[config.mk]
export PLATFORM = sky130hd
export DESIGN_NAME = life_grid_stepper_top_flat
export DESIGN_NICKNAME = d
export VERILOG_FILES = /design/src/rtl/lgs_pkg.sv /design/src/rtl/lgs_stream_if.sv /design/src/rtl/lgs_grid_mem.sv /design/src/rtl/lgs_row_rule.sv /design/src/rtl/life_grid_stepper_top.sv /design/src/flat_wrapper.sv
export SDC_FILE = /design/constraint.sdc
export NUM_CORES = 2
export LEC_CHECK = 0
export ABC_AREA = 1
export BUFFER_PORTS_ARGS = -buffer_cell sky130_fd_sc_hd__buf_4
export CELL_PAD_IN_SITES_DETAIL_PLACEMENT = 1
export CELL_PAD_IN_SITES_GLOBAL_PLACEMENT = 1
export CORE_MARGIN = 5
export CORE_UTILIZATION = 46
export DETAILED_ROUTE_END_ITERATION = 7
export HOLD_SLACK_MARGIN = 0.06
export PLACE_DENSITY = 0.74
export SLEW_MARGIN = 20
export SYNTH_ARGS = -nofsm -noshare
export SYNTH_HDL_FRONTEND = slang
export SYNTH_HIERARCHICAL = 1
export SYNTH_SLANG_ARGS = --single-unit
[constraint.sdc]
create_clock -name clk -period 4.9 [get_ports clk]
set_input_delay 1.47 -clock clk [delete_from_list [all_inputs] [get_ports clk]]
set_output_delay 1.47 -clock clk [all_outputs]
set_load 0.005 [all_outputs]
[src/rtl/lgs_pkg.sv]
// Shared definitions for the life grid stepper: operation codes, field widths
// and the payload structs of the input and result channels. No dependencies.
`timescale 1ns / 1ps

package lgs_pkg;

  localparam int GRID_SIZE_DEF = 32;  // default edge length of the square grid
  localparam int FIELD_ROWS    = 32;  // rows and columns that the result fields can carry
  localparam int ROW_IDX_W     = 5;
  localparam int ROW_BITS_W    = 32;
  localparam int OP_W          = 2;

  localparam logic [OP_W-1:0] OP_LOAD = 2'd0;
  localparam logic [OP_W-1:0] OP_STEP = 2'd1;
  localparam logic [OP_W-1:0] OP_SHOW = 2'd2;

  typedef struct packed {
    logic [OP_W-1:0]       operation;
    logic [ROW_IDX_W-1:0]  row_index;
    logic [ROW_BITS_W-1:0] row_bits;
  } in_item_t;

  typedef struct packed {
    logic [ROW_IDX_W-1:0]  out_row;
    logic [ROW_BITS_W-1:0] out_bits;
    logic                  last_row;
  } out_item_t;

endpackage

[src/rtl/lgs_stream_if.sv]
// Valid/ready stream channel carrying one payload struct per beat.
// Payload types come from lgs_pkg.
`timescale 1ns / 1ps

interface lgs_stream_if #(
  parameter type T = lgs_pkg::in_item_t
);
  logic valid;
  logic ready;
  T     data;

  modport source (output valid, output data, input ready);
  modport sink   (input valid, input data, output ready);
endinterface

[src/rtl/lgs_grid_mem.sv]
// Grid storage: one synchronous RAM row per grid row, one write port and one
// read port with registered read data. Per-row valid bits make unwritten rows read as dead.
`timescale 1ns / 1ps

module lgs_grid_mem #(
  parameter int DEPTH = lgs_pkg::GRID_SIZE_DEF,
  parameter int WIDTH = lgs_pkg::GRID_SIZE_DEF,
  parameter int AW    = $clog2(DEPTH)
) (
  input  logic             clk,
  input  logic             rst_n,
  input  logic             wr_en,
  input  logic [AW-1:0]    wr_addr,
  input  logic [WIDTH-1:0] wr_data,
  input  logic             rd_en,
  input  logic [AW-1:0]    rd_addr,
  output logic [WIDTH-1:0] rd_data
);

  logic [WIDTH-1:0] mem [DEPTH];
  logic [DEPTH-1:0] row_vld_r;
  logic [WIDTH-1:0] q_r;
  logic             q_vld_r;

  always_ff @(posedge clk) begin
    if (wr_en) begin
      mem[wr_addr] <= wr_data;
    end
    if (rd_en) begin
      q_r     <= mem[rd_addr];
      q_vld_r <= row_vld_r[rd_addr];
    end
  end

  always_ff @(posedge clk) begin
    if (!rst_n) begin
      row_vld_r <= '0;
    end else if (wr_en) begin
      row_vld_r[wr_addr] <= 1'b1;
    end
  end

  assign rd_data = q_vld_r ? q_r : '0;

endmodule

[src/rtl/lgs_row_rule.sv]
// B3/S23 rule for one whole row: takes the rows north, middle and south and
// returns the next middle row, wrapping columns at the edges. Pure logic; the
// default width comes from lgs_pkg.
`timescale 1ns / 1ps

module lgs_row_rule #(
  parameter int WIDTH = lgs_pkg::GRID_SIZE_DEF
) (
  input  logic [WIDTH-1:0] north,
  input  logic [WIDTH-1:0] mid,
  input  logic [WIDTH-1:0] south,
  output logic [WIDTH-1:0] next_row
);

  // w[c] holds column c-1, e[c] holds column c+1, both wrapping
  logic [WIDTH-1:0] n_w, n_e, m_w, m_e, s_w, s_e;

  assign n_w = {north[WIDTH-2:0], north[WIDTH-1]};
  assign n_e = {north[0], north[WIDTH-1:1]};
  assign m_w = {mid[WIDTH-2:0], mid[WIDTH-1]};
  assign m_e = {mid[0], mid[WIDTH-1:1]};
  assign s_w = {south[WIDTH-2:0], south[WIDTH-1]};
  assign s_e = {south[0], south[WIDTH-1:1]};

  always_comb begin
    logic [3:0] cnt;
    next_row = '0;
    for (int c = 0; c < WIDTH; c++) begin
      cnt = 4'(n_w[c]) + 4'(north[c]) + 4'(n_e[c]) + 4'(m_w[c]) + 4'(m_e[c])
          + 4'(s_w[c]) + 4'(south[c]) + 4'(s_e[c]);
      next_row[c] = (cnt == 4'd3) || (mid[c] && (cnt == 4'd2));
    end
  end

endmodule

[src/rtl/life_grid_stepper_top.sv]
// Life grid stepper: a GRID_SIZE x GRID_SIZE toroidal Game of Life board (B3/S23)
// held in one synchronous RAM, one row per entry. A load beat writes one row. A
// step beat sweeps the RAM once: three priming reads, then one row read, computed
// and written back per cycle; the old row being rewritten and the one north of it
// are kept in a two-row window and row 0 is saved for the wrap at the bottom. Step
// and show beats then emit min(GRID_SIZE, 32) result beats, one per cycle while
// out_chan is ready; the first one passes through the RAM read register and then
// the output register. Reset clears the grid at once through per-row valid bits;
// there is no clearing pass. The block takes the next input beat once the last
// row has left the RAM.
// Depends on lgs_pkg, lgs_stream_if, lgs_grid_mem and lgs_row_rule.
`timescale 1ns / 1ps

module life_grid_stepper_top #(
  parameter int GRID_SIZE = lgs_pkg::GRID_SIZE_DEF
) (
  input  logic                clk,
  input  logic                rst_n,
  lgs_stream_if.sink          in_chan,
  lgs_stream_if.source        out_chan
);

  localparam int AW        = $clog2(GRID_SIZE);
  localparam int XW        = (GRID_SIZE > lgs_pkg::ROW_BITS_W) ? GRID_SIZE
                                                                : lgs_pkg::ROW_BITS_W;
  localparam int EMIT_ROWS = (GRID_SIZE < lgs_pkg::FIELD_ROWS) ? GRID_SIZE
                                                                : lgs_pkg::FIELD_ROWS;

  localparam logic [2:0] ST_IDLE = 3'd0;
  localparam logic [2:0] ST_PRE0 = 3'd1;
  localparam logic [2:0] ST_PRE1 = 3'd2;
  localparam logic [2:0] ST_PRE2 = 3'd3;
  localparam logic [2:0] ST_RUN  = 3'd4;
  localparam logic [2:0] ST_EMIT = 3'd5;

  logic [2:0]                     state_r, state_nxt;
  logic [AW-1:0]                  row_r, row_nxt;
  logic [lgs_pkg::ROW_IDX_W-1:0]  emit_r, emit_nxt;
  logic [GRID_SIZE-1:0]           north_r, north_nxt;
  logic [GRID_SIZE-1:0]           mid_r, mid_nxt;
  logic [GRID_SIZE-1:0]           top_r, top_nxt;
  logic                           pend_r, pend_nxt;
  logic [lgs_pkg::ROW_IDX_W-1:0]  pend_row_r, pend_row_nxt;
  logic                           pend_last_r, pend_last_nxt;
  logic                           out_valid_r, out_valid_nxt;
  lgs_pkg::out_item_t             out_r, out_nxt;

  logic                           wr_en, rd_en;
  logic [AW-1:0]                  wr_addr, rd_addr;
  logic [GRID_SIZE-1:0]           wr_data, rd_data, south, next_row;
  logic                           in_fire, load_out;
  logic [XW-1:0]                  in_ext, out_ext;

  lgs_grid_mem #(
    .DEPTH (GRID_SIZE),
    .WIDTH (GRID_SIZE),
    .AW    (AW)
  ) u_mem (
    .clk     (clk),
    .rst_n   (rst_n),
    .wr_en   (wr_en),
    .wr_addr (wr_addr),
    .wr_data (wr_data),
    .rd_en   (rd_en),
    .rd_addr (rd_addr),
    .rd_data (rd_data)
  );

  lgs_row_rule #(
    .WIDTH (GRID_SIZE)
  ) u_rule (
    .north    (north_r),
    .mid      (mid_r),
    .south    (south),
    .next_row (next_row)
  );

  assign in_chan.ready  = (state_r == ST_IDLE) && !pend_r;
  assign in_fire        = in_chan.valid && in_chan.ready;
  assign out_chan.valid = out_valid_r;
  assign out_chan.data  = out_r;

  // The bottom row wraps onto the saved old row 0.
  assign south    = (int'(row_r) + 1 < GRID_SIZE) ? rd_data : top_r;
  assign load_out = pend_r && (!out_valid_r || out_chan.ready);
  assign in_ext   = XW'(in_chan.data.row_bits);
  assign out_ext  = XW'(rd_data);

  always_comb begin
    state_nxt     = state_r;
    row_nxt       = row_r;
    emit_nxt      = emit_r;
    north_nxt     = north_r;
    mid_nxt       = mid_r;
    top_nxt       = top_r;
    pend_nxt      = pend_r;
    pend_row_nxt  = pend_row_r;
    pend_last_nxt = pend_last_r;
    out_valid_nxt = out_valid_r;
    out_nxt       = out_r;
    wr_en         = 1'b0;
    wr_addr       = row_r;
    wr_data       = next_row;
    rd_en         = 1'b0;
    rd_addr       = row_r;

    // Drain the output register, then refill it from the pending RAM row.
    if (out_valid_r && out_chan.ready) begin
      out_valid_nxt = 1'b0;
    end
    if (load_out) begin
      out_valid_nxt    = 1'b1;
      out_nxt.out_row  = pend_row_r;
      out_nxt.out_bits = out_ext[lgs_pkg::ROW_BITS_W-1:0];
      out_nxt.last_row = pend_last_r;
      pend_nxt         = 1'b0;
    end

    unique case (state_r)
      ST_IDLE: begin
        if (in_fire) begin
          priority if (in_chan.data.operation == lgs_pkg::OP_LOAD) begin
            if (int'(in_chan.data.row_index) < GRID_SIZE) begin
              wr_en   = 1'b1;
              wr_addr = AW'(in_chan.data.row_index);
              wr_data = in_ext[GRID_SIZE-1:0];
            end
          end else if (in_chan.data.operation == lgs_pkg::OP_STEP) begin
            state_nxt = ST_PRE0;
          end else if (in_chan.data.operation == lgs_pkg::OP_SHOW) begin
            state_nxt = ST_EMIT;
            emit_nxt  = '0;
          end else begin
            state_nxt = ST_IDLE;
          end
        end
      end
      ST_PRE0: begin
        rd_en     = 1'b1;
        rd_addr   = AW'(GRID_SIZE - 1);
        state_nxt = ST_PRE1;
      end
      ST_PRE1: begin
        // Old bottom row arrives here: it is north of row 0.
        north_nxt = rd_data;
        rd_en     = 1'b1;
        rd_addr   = '0;
        state_nxt = ST_PRE2;
      end
      ST_PRE2: begin
        rd_en     = 1'b1;
        rd_addr   = AW'(1);
        state_nxt = ST_RUN;
      end
      ST_RUN: begin
        wr_en     = 1'b1;
        wr_addr   = row_r;
        wr_data   = next_row;
        north_nxt = mid_r;
        mid_nxt   = south;
        if (int'(row_r) + 2 < GRID_SIZE) begin
          rd_en   = 1'b1;
          rd_addr = row_r + AW'(2);
        end
        if (row_r == AW'(GRID_SIZE - 1)) begin
          state_nxt = ST_EMIT;
          emit_nxt  = '0;
          row_nxt   = '0;
        end else begin
          row_nxt = row_r + AW'(1);
        end
      end
      ST_EMIT: begin
        if (!pend_r || load_out) begin
          rd_en         = 1'b1;
          rd_addr       = AW'(emit_r);
          pend_nxt      = 1'b1;
          pend_row_nxt  = emit_r;
          pend_last_nxt = (emit_r == lgs_pkg::ROW_IDX_W'(EMIT_ROWS - 1));
          if (emit_r == lgs_pkg::ROW_IDX_W'(EMIT_ROWS - 1)) begin
            state_nxt = ST_IDLE;
          end else begin
            emit_nxt = emit_r + 1'b1;
          end
        end
      end
      default: begin
        state_nxt = ST_IDLE;
      end
    endcase

    // Old row 0 arrives in ST_PRE2, before the first row is rewritten: start the window.
    if (state_r == ST_PRE2) begin
      mid_nxt = rd_data;
      top_nxt = rd_data;
      row_nxt = '0;
    end
  end

  always_ff @(posedge clk) begin
    if (!rst_n) begin
      state_r     <= ST_IDLE;
      row_r       <= '0;
      emit_r      <= '0;
      pend_r      <= 1'b0;
      out_valid_r <= 1'b0;
    end else begin
      state_r     <= state_nxt;
      row_r       <= row_nxt;
      emit_r      <= emit_nxt;
      pend_r      <= pend_nxt;
      out_valid_r <= out_valid_nxt;
    end
  end

  always_ff @(posedge clk) begin
    north_r     <= north_nxt;
    mid_r       <= mid_nxt;
    top_r       <= top_nxt;
    pend_row_r  <= pend_row_nxt;
    pend_last_r <= pend_last_nxt;
    out_r       <= out_nxt;
  end

endmodule

[src/flat_wrapper.sv]
// flat-port wrapper written by rule: the top's interface ports become plain ports
module life_grid_stepper_top_flat import lgs_pkg::*;
#(
  parameter int GRID_SIZE = lgs_pkg::GRID_SIZE_DEF
)
  (clk, rst_n, in_chan_valid, in_chan_data, in_chan_ready, out_chan_valid, out_chan_data, out_chan_ready);
  lgs_stream_if #(.T(in_item_t)) in_chan_i ();
  lgs_stream_if #(.T(out_item_t)) out_chan_i ();
  input  logic clk;
  input  logic rst_n;
  input wire logic [$bits(in_chan_i.valid)-1:0] in_chan_valid;
  input wire logic [$bits(in_chan_i.data)-1:0] in_chan_data;
  output wire logic [$bits(in_chan_i.ready)-1:0] in_chan_ready;
  output wire logic [$bits(out_chan_i.valid)-1:0] out_chan_valid;
  output wire logic [$bits(out_chan_i.data)-1:0] out_chan_data;
  input wire logic [$bits(out_chan_i.ready)-1:0] out_chan_ready;
  assign in_chan_i.valid = in_chan_valid;
  assign in_chan_i.data = in_chan_data;
  assign in_chan_ready = in_chan_i.ready;
  assign out_chan_valid = out_chan_i.valid;
  assign out_chan_data = out_chan_i.data;
  assign out_chan_i.ready = out_chan_ready;
  life_grid_stepper_top #(.GRID_SIZE(GRID_SIZE)) u_core (.clk(clk), .rst_n(rst_n), .in_chan(in_chan_i), .out_chan(out_chan_i));
endmodule
Word-level counts from Yosys, hierarchy flattened
Memories as Yosys holds them, arrays and structs flattened. A register that Yosys moved wholly into a read port is not among the register bits.
Index checks and enable logic that the tools add are counted.
{"block": "totals", "regBits": 188, "mem_bits_rw": 1024, "inputBits": 43, "out_inout_bits": 40, "mem_count": 1}
{"name": "u_core.u_mem.mem", "depth": 32, "word_bits": 32, "rd": 1, "rd_clocked_by_memory_dff": 1, "write_ports": 1, "line_no": "lgs_grid_mem.sv:20", "text": "logic [WIDTH-1:0] mem [DEPTH];"}
{"block": "op_classes", "n_addsub": 229, "n_lt_le_gt_ge": 5, "n_eq_ne": 81, "n_mux": 48, "bitwise": 2, "reduce_logical": 84}
{"operator": "$add 4x1->4", "count": 130}
{"operator": "$eq 4x2->1 const B", "count": 64}
{"operator": "$mux 32", "count": 7}
{"operator": "$add 3x1->4", "count": 31}
{"operator": "$add 2x1->3", "count": 31}
{"operator": "$mux 5", "count": 13}
{"operator": "$add 1x1->2", "count": 32}
{"operator": "$lt 32x7->1 const B", "count": 2}
{"operator": "$pmux 32 s2", "count": 1}
{"operator": "$logic_and 1x1->1", "count": 37}
{"operator": "$logic_or 1x1->1", "count": 34}
{"operator": "$or 32x32->32", "count": 1}
{"operator": "$pmux 5 s5", "count": 1}
{"operator": "$mux 3", "count": 7}
{"operator": "$pmux 3 s6", "count": 1}
{"operator": "$pmux 5 s3", "count": 1}
{"operator": "$mux 1", "count": 13}
{"operator": "$lt 5x6->1 const B", "count": 2}
{"operator": "$add 5x1->5 const B", "count": 2}
{"operator": "$eq 5x5->1 const B", "count": 2}
{"operator": "$ne 2x1->1 const B", "count": 4}
{"operator": "$ne 2x2->1 const B", "count": 4}
{"operator": "$reduce_and 8->1", "count": 1}
{"operator": "$add 5x1->6 const B", "count": 1}
{"operator": "other kinds (22)", "count": 27}

Logic depth before layout (Yosys ltp)
{"block": "depth", "ltp_word": 13, "mapped_depth": 20, "depth_no_buf": 19}

By module
Netlist, hierarchy kept.
{"mod": "lgs_grid_mem", "n_inst": 1, "cells_each": 3800, "area_per_inst_um2": 44282.5, "seq_area_each_um2": 32381.1}
{"mod": "life_grid_stepper_top", "n_inst": 1, "cells_each": 680, "area_per_inst_um2": 6877.8, "seq_area_each_um2": 4504.3}
{"mod": "lgs_row_rule", "n_inst": 1, "cells_each": 736, "area_per_inst_um2": 5800.6, "seq_area_each_um2": 0.0}

Worst setup path before layout
OpenSTA, ideal clock, no wires.
{"block": "synth_path", "path_kind": "in2reg", "from": "input port in_chan_data[37]", "to": "memory u_core/u_mem/mem[29][0] (netlist name) (enable)", "setup_time_ns": 0.422, "arrival_time_ns": 4.328, "path_slack_ns": 0.149, "stages": 11, "n_path_buf": 2, "path_cell_list": "inv_1 ha_1 buf_2 nand2_2 buf_2 nor2_1 a21oi_1 inv_1 nor3_1 inv_1 nor2_1"}
{"block": "synth_between", "word_cells_on_any_way": 9, "cone_classes": "8 x mux; 1 x reduce/logical"}
{"item": "start: declaration", "line_no": "flat_wrapper.sv:12", "text": "input wire logic [$bits(in_chan_i.data)-1:0] in_chan_data;"}
{"item": "$logic_not 2->1", "line_no": "life_grid_stepper_top.sv:122", "text": "priority if (in_chan.data.operation == lgs_pkg::OP_LOAD) begin"}
{"item": "$mux 5", "line_no": "life_grid_stepper_top.sv:122"}
{"item": "$mux 5", "line_no": "life_grid_stepper_top.sv:121", "text": "if (in_fire) begin"}
{"item": "$mux 5", "line_no": "life_grid_stepper_top.sv:119", "text": "unique case (state_r)"}
{"item": "net u_core.wr_addr[2]", "line_no": "life_grid_stepper_top.sv:49", "text": "logic [AW-1:0] wr_addr, rd_addr;"}
{"item": "end: declaration", "line_no": "lgs_grid_mem.sv:20"}
The timed path passes the listed nets, and every way through them passes these cells.

Final worst setup path
{"block": "layout_path", "from": "register u_core.row_r[2]", "to": "memory u_core/u_mem/mem[22][7] (netlist name), data pin"}
{"block": "layout_between", "elab_chain_cells": 12, "word_cells_on_any_way": 13, "cone_classes": "4 x add/sub; 1 x order compare; 2 x eq/ne; 4 x mux; 2 x reduce/logical"}
{"item": "start: declaration", "line_no": "life_grid_stepper_top.sv:37", "text": "logic [AW-1:0] row_r, row_nxt;"}
{"item": "start signal: assignment", "line_no": "life_grid_stepper_top.sv:209", "text": "row_r <= row_nxt;"}
{"item": "$add 5x1->6 (*)", "line_no": "life_grid_stepper_top.sv:84", "text": "assign south = (int'(row_r) + 1 < GRID_SIZE) ? rd_data : top_r;"}
{"item": "$lt 32x7->1 (*)", "line_no": "life_grid_stepper_top.sv:84"}
{"item": "$mux 32 (*)", "line_no": "life_grid_stepper_top.sv:84"}
{"item": "net u_core.south[6]", "line_no": "life_grid_stepper_top.sv:50", "text": "logic [GRID_SIZE-1:0] wr_data, rd_data, south, next_row;"}
{"item": "$add 4x1->4 (*) (3 in series)", "line_no": "lgs_row_rule.sv:30", "text": "+ 4'(s_w[c]) + 4'(south[c]) + 4'(s_e[c]);"}
{"item": "$eq 4x2->1", "line_no": "lgs_row_rule.sv:31", "text": "next_row[c] = (cnt == 4'd3) || (mid[c] && (cnt == 4'd2));"}
{"item": "$logic_and 1x1->1", "line_no": "lgs_row_rule.sv:31"}
{"item": "$logic_or 1x1->1 (*)", "line_no": "lgs_row_rule.sv:31"}
{"item": "net u_core.next_row[7]", "line_no": "life_grid_stepper_top.sv:50"}
{"item": "$mux 32", "line_no": "life_grid_stepper_top.sv:122"}
{"item": "$mux 32", "line_no": "life_grid_stepper_top.sv:121"}
{"item": "$mux 32 (*)", "line_no": "life_grid_stepper_top.sv:119"}
{"item": "net u_core.wr_data[7]", "line_no": "life_grid_stepper_top.sv:50"}
The timed path passes the listed nets; every way through them passes the cells marked *.

==> impl_metrics.toml <==
[route]
via_per_inst = 5.72
firstDrtPassIters = 5
drt_iter0_drc = 4116
drt_wl_total_mm = 182
detailroute.via_count = 40700
route.antenna.remaining_nets = 0
detail_route.drc_violations = 0
wl_per_cell_um = 25.6

[place]
dp.final_hpwl_mm = 109
dp_worst_setup_slack_ns = 0.0397
gp_congestion = 0.848
portBuffers = 82

[critical_path]
crit_type = "reg -> reg"
rr_endpoint = "u_core/u_mem/mem[22][7]"
reg2reg_slack_ns = 0.17
critPathArrivalTime_ns = 5.32
critical_path.reg2reg.startpoint = "u_core/row_r[2]"
cp-start-kind = "register"
cp.buffers_inverters = 4
crit_path_end_kind = "register"
worstPathCellList = "ha_1, nand2_1, nor2_1, nand2_2, buf_12, a21oi_2, inv_1, fa_1, fa_1, fa_1, inv_1, ha_1, fa_1, nand3_1, a21oi_1, nand2_1, nand2_1, buf_12"
cpPeakStageDelay_ns = 0.59
cp_max_fo = 32
worst-endpoint-required_ns = 5.49
rr_worst_depth = 18
cpMaxStageDelayCell = "fa_1"
critical_path.top_delay_family = "adder cells"
most_frequent_cell_on_the_critical_path = "fa_1"

[global_route]
grt_overflow_total = 0
grt_antenna_before_repair = 6
grt_pass1_wl_mm = 268
grt_busiest_layer = "met2"
gr-usage-met1 = 0.354
gr-usage-met2 = 0.461
grt.met3_usage = 0.0459
grt_usage = 0.274
maximum_number_of_pins_on_one_net_before_global_route_repair = 91
grt_pass1_vias = 42400

[clock_network]
cts_buffers = 136
clk_transition_reported_paths_ns = 0.06
cts.path.max_buffers = 3
clock-root-buffer = "clkbuf_16"
cts.htree.levels = 4
cts_tree = "built"
postCtsSetupRepairBufs = 0
worst_skew_pair.late_latency_ns = 0.77
cts.sinks = 1244

[layout]
final_core_utilization = 0.528
layout.cells.most_common = "nand2_1"
fin_nets = 5647
mostFrequentLayoutCells = "nand2_1, edfxtp_1, nand3_1"
syn2layout_area_growth_pct = 14.3
fraction_of_layout_cells_with_a_size_suffix_above_1 = 0.0983

[timing]
final_setup_margin_ns = 0.165
maxSlewViolCount = 0
headroom_to_the_max_slew_limit = 0.250
rsz_0062_raised_after_global_routing = "yes"
final_worst_path_period_need_ns = 4.73
skew_ns = 0.0268
final_hold_viol_count = 0
min_period_over_period = 0.966
setup-violations-final = 0
timing_worst_slew_pin_value_ns = 1.12
clock.fmax_ghz = 0.211

[synthesis]
post_synth_num_cell_types = 33
synth.yosys.warnings = 6
synth.area.top_cells = "edfxtp_1, nand2_1, nand3_1"
synth.top_cell.area_share = 0.631
synth.net_count = 5493
synth_area_sq_um = 57000
ys_seq_area_frac = 0.648
synthesis.area_per_instance_sq_um = 10.9
ys_seq_elements = 1244
post_synth_inst_count = 5216
synth_largest_area_cell = "edfxtp_1"

[floorplanning]
num_io_pins = 83
die_y_um = 362
initial_utilization = 0.462
die_area_sq_um = 131000
core-area_sq_um = 123000
placementRows = 129
die_w_um = 362

[flow_run]
drv.max_cap_violation_count = 0

[worst_hold_path]
path_class_of_the_lowest_slack_min_delay_path = "reg -> reg"
hold_end = "u_core/out_chan.data[36]"
hold_path_startpoint = "u_core/pend_row_r[3]"
worst_hold_path.num_cells = 0

[status]
status = "completed"
[timing repair]
item / in CTS / in global routing
hold buffers: 0 / 0
setup endpoints to repair: 0 / 594
resized for setup: 0 / 32
[cell type report]
type                    count  area [sq um]
well taps                1637          2050
flip-flops and latches   1244         36900
clock inverters            68           602
repair buffers            280          3230
multi-input cells        3268         17000
clock buffers             175          3650
diodes                      2          5.00
inverters                 440          1680
fillers                 13000         58200
[per-stage QoR]
stage	setup TNS [ns]	hold WS (ns)	cells	instance area, sq um
final	0	0.419	7114	65100
after global routing	-1.17	0.426	7112	65100
after CTS	0	0.420	7112	65000
after detailed placement	0	0.406	6869	60700
after global placement	0	0.402	6869	60700
after floorplan	0	0.400	5216	57000
[synth_stat cells, drive strengths merged]
cell	count
a211oi	2
a21oi	82
a221oi	1
buf	228
clkbuf	36
dfxtp	47
edfxtp	1197
fa	128
ha	106
inv	440
nand2	1795
nand3	900
nand3b	1
nand4	2
nor2	152
nor3	16
nor3b	1
o21ai	77
o21bai	1
o22ai	1
o31ai	1
or2	1
xor2	1
[how the worst max path moves through the flow]
| stage | startpoint | to | slack [ns] | cells past startpoint |
|---|---|---|---|---|
| finish | u_core/row_r[2] | u_core/u_mem/mem[22][7] | 0.17 | 18 |
| global route | u_core/row_r[1] | u_core/u_mem/mem[22][7] | -0.04 | 18 |
| CTS | u_core/row_r[1] | u_core/u_mem/mem[14][0] | 0.01 | 18 |
| detailed placement | u_core/row_r[1] | u_core/u_mem/mem[15][0] | 0.04 | 18 |
| global placement | u_core/row_r[1] | u_core/u_mem/mem[15][0] | 0.20 | 18 |
| floorplan | in_chan_data[37] | u_core/u_mem/mem[29][0] | 0.15 | 11 |
[kinds of logic (layout without fill, tap and decap cells)]
kind of cell	count (synthesis)	in the layout	share of synthesized area
AOI/OAI and AO/OA	165	165	0.0148
xor gates and xnor gates	1	1	0.000154
adders and majority gates	234	234	0.0683
buffers and inverters	704	963	0.0594
DFF	1244	1244	0.648
other	0	2	0
and+or+nand+nor	2868	2868	0.210
[routing by layer]
| metal | vias up | part of all wire |
|---|---|---|
| li1 | 17900 | - |
| met2 | 1651 | 0.49 |
| met1 | 20800 | 0.39 |
| met5 | - | 0.000044 |
| met4 | 2 | 0.043 |
| met3 | 410 | 0.074 |
[flip-flops by register name (all words and copies together) (netlist names)]
| name | cells |
|---|---|
| u_core/u_mem/mem | 1024 |
| u_core/out_chan.data | 38 |
| u_core/mid_r | 32 |
| u_core/north_r | 32 |
| u_core/top_r | 32 |
| u_core/u_mem/q_r | 32 |
| u_core/u_mem/row_vld_r | 32 |
| u_core/emit_r | 5 |
| u_core/pend_row_r | 5 |
| u_core/row_r | 5 |
| u_core/state_r | 3 |
| u_core/out_chan.valid | 1 |
| u_core/pend_last_r | 1 |
| u_core/pend_r | 1 |
| u_core/u_mem/q_vld_r | 1 |
Power is not shown: default switching activity piles up to over one toggle a cycle in this logic, so the estimate is an artifact.
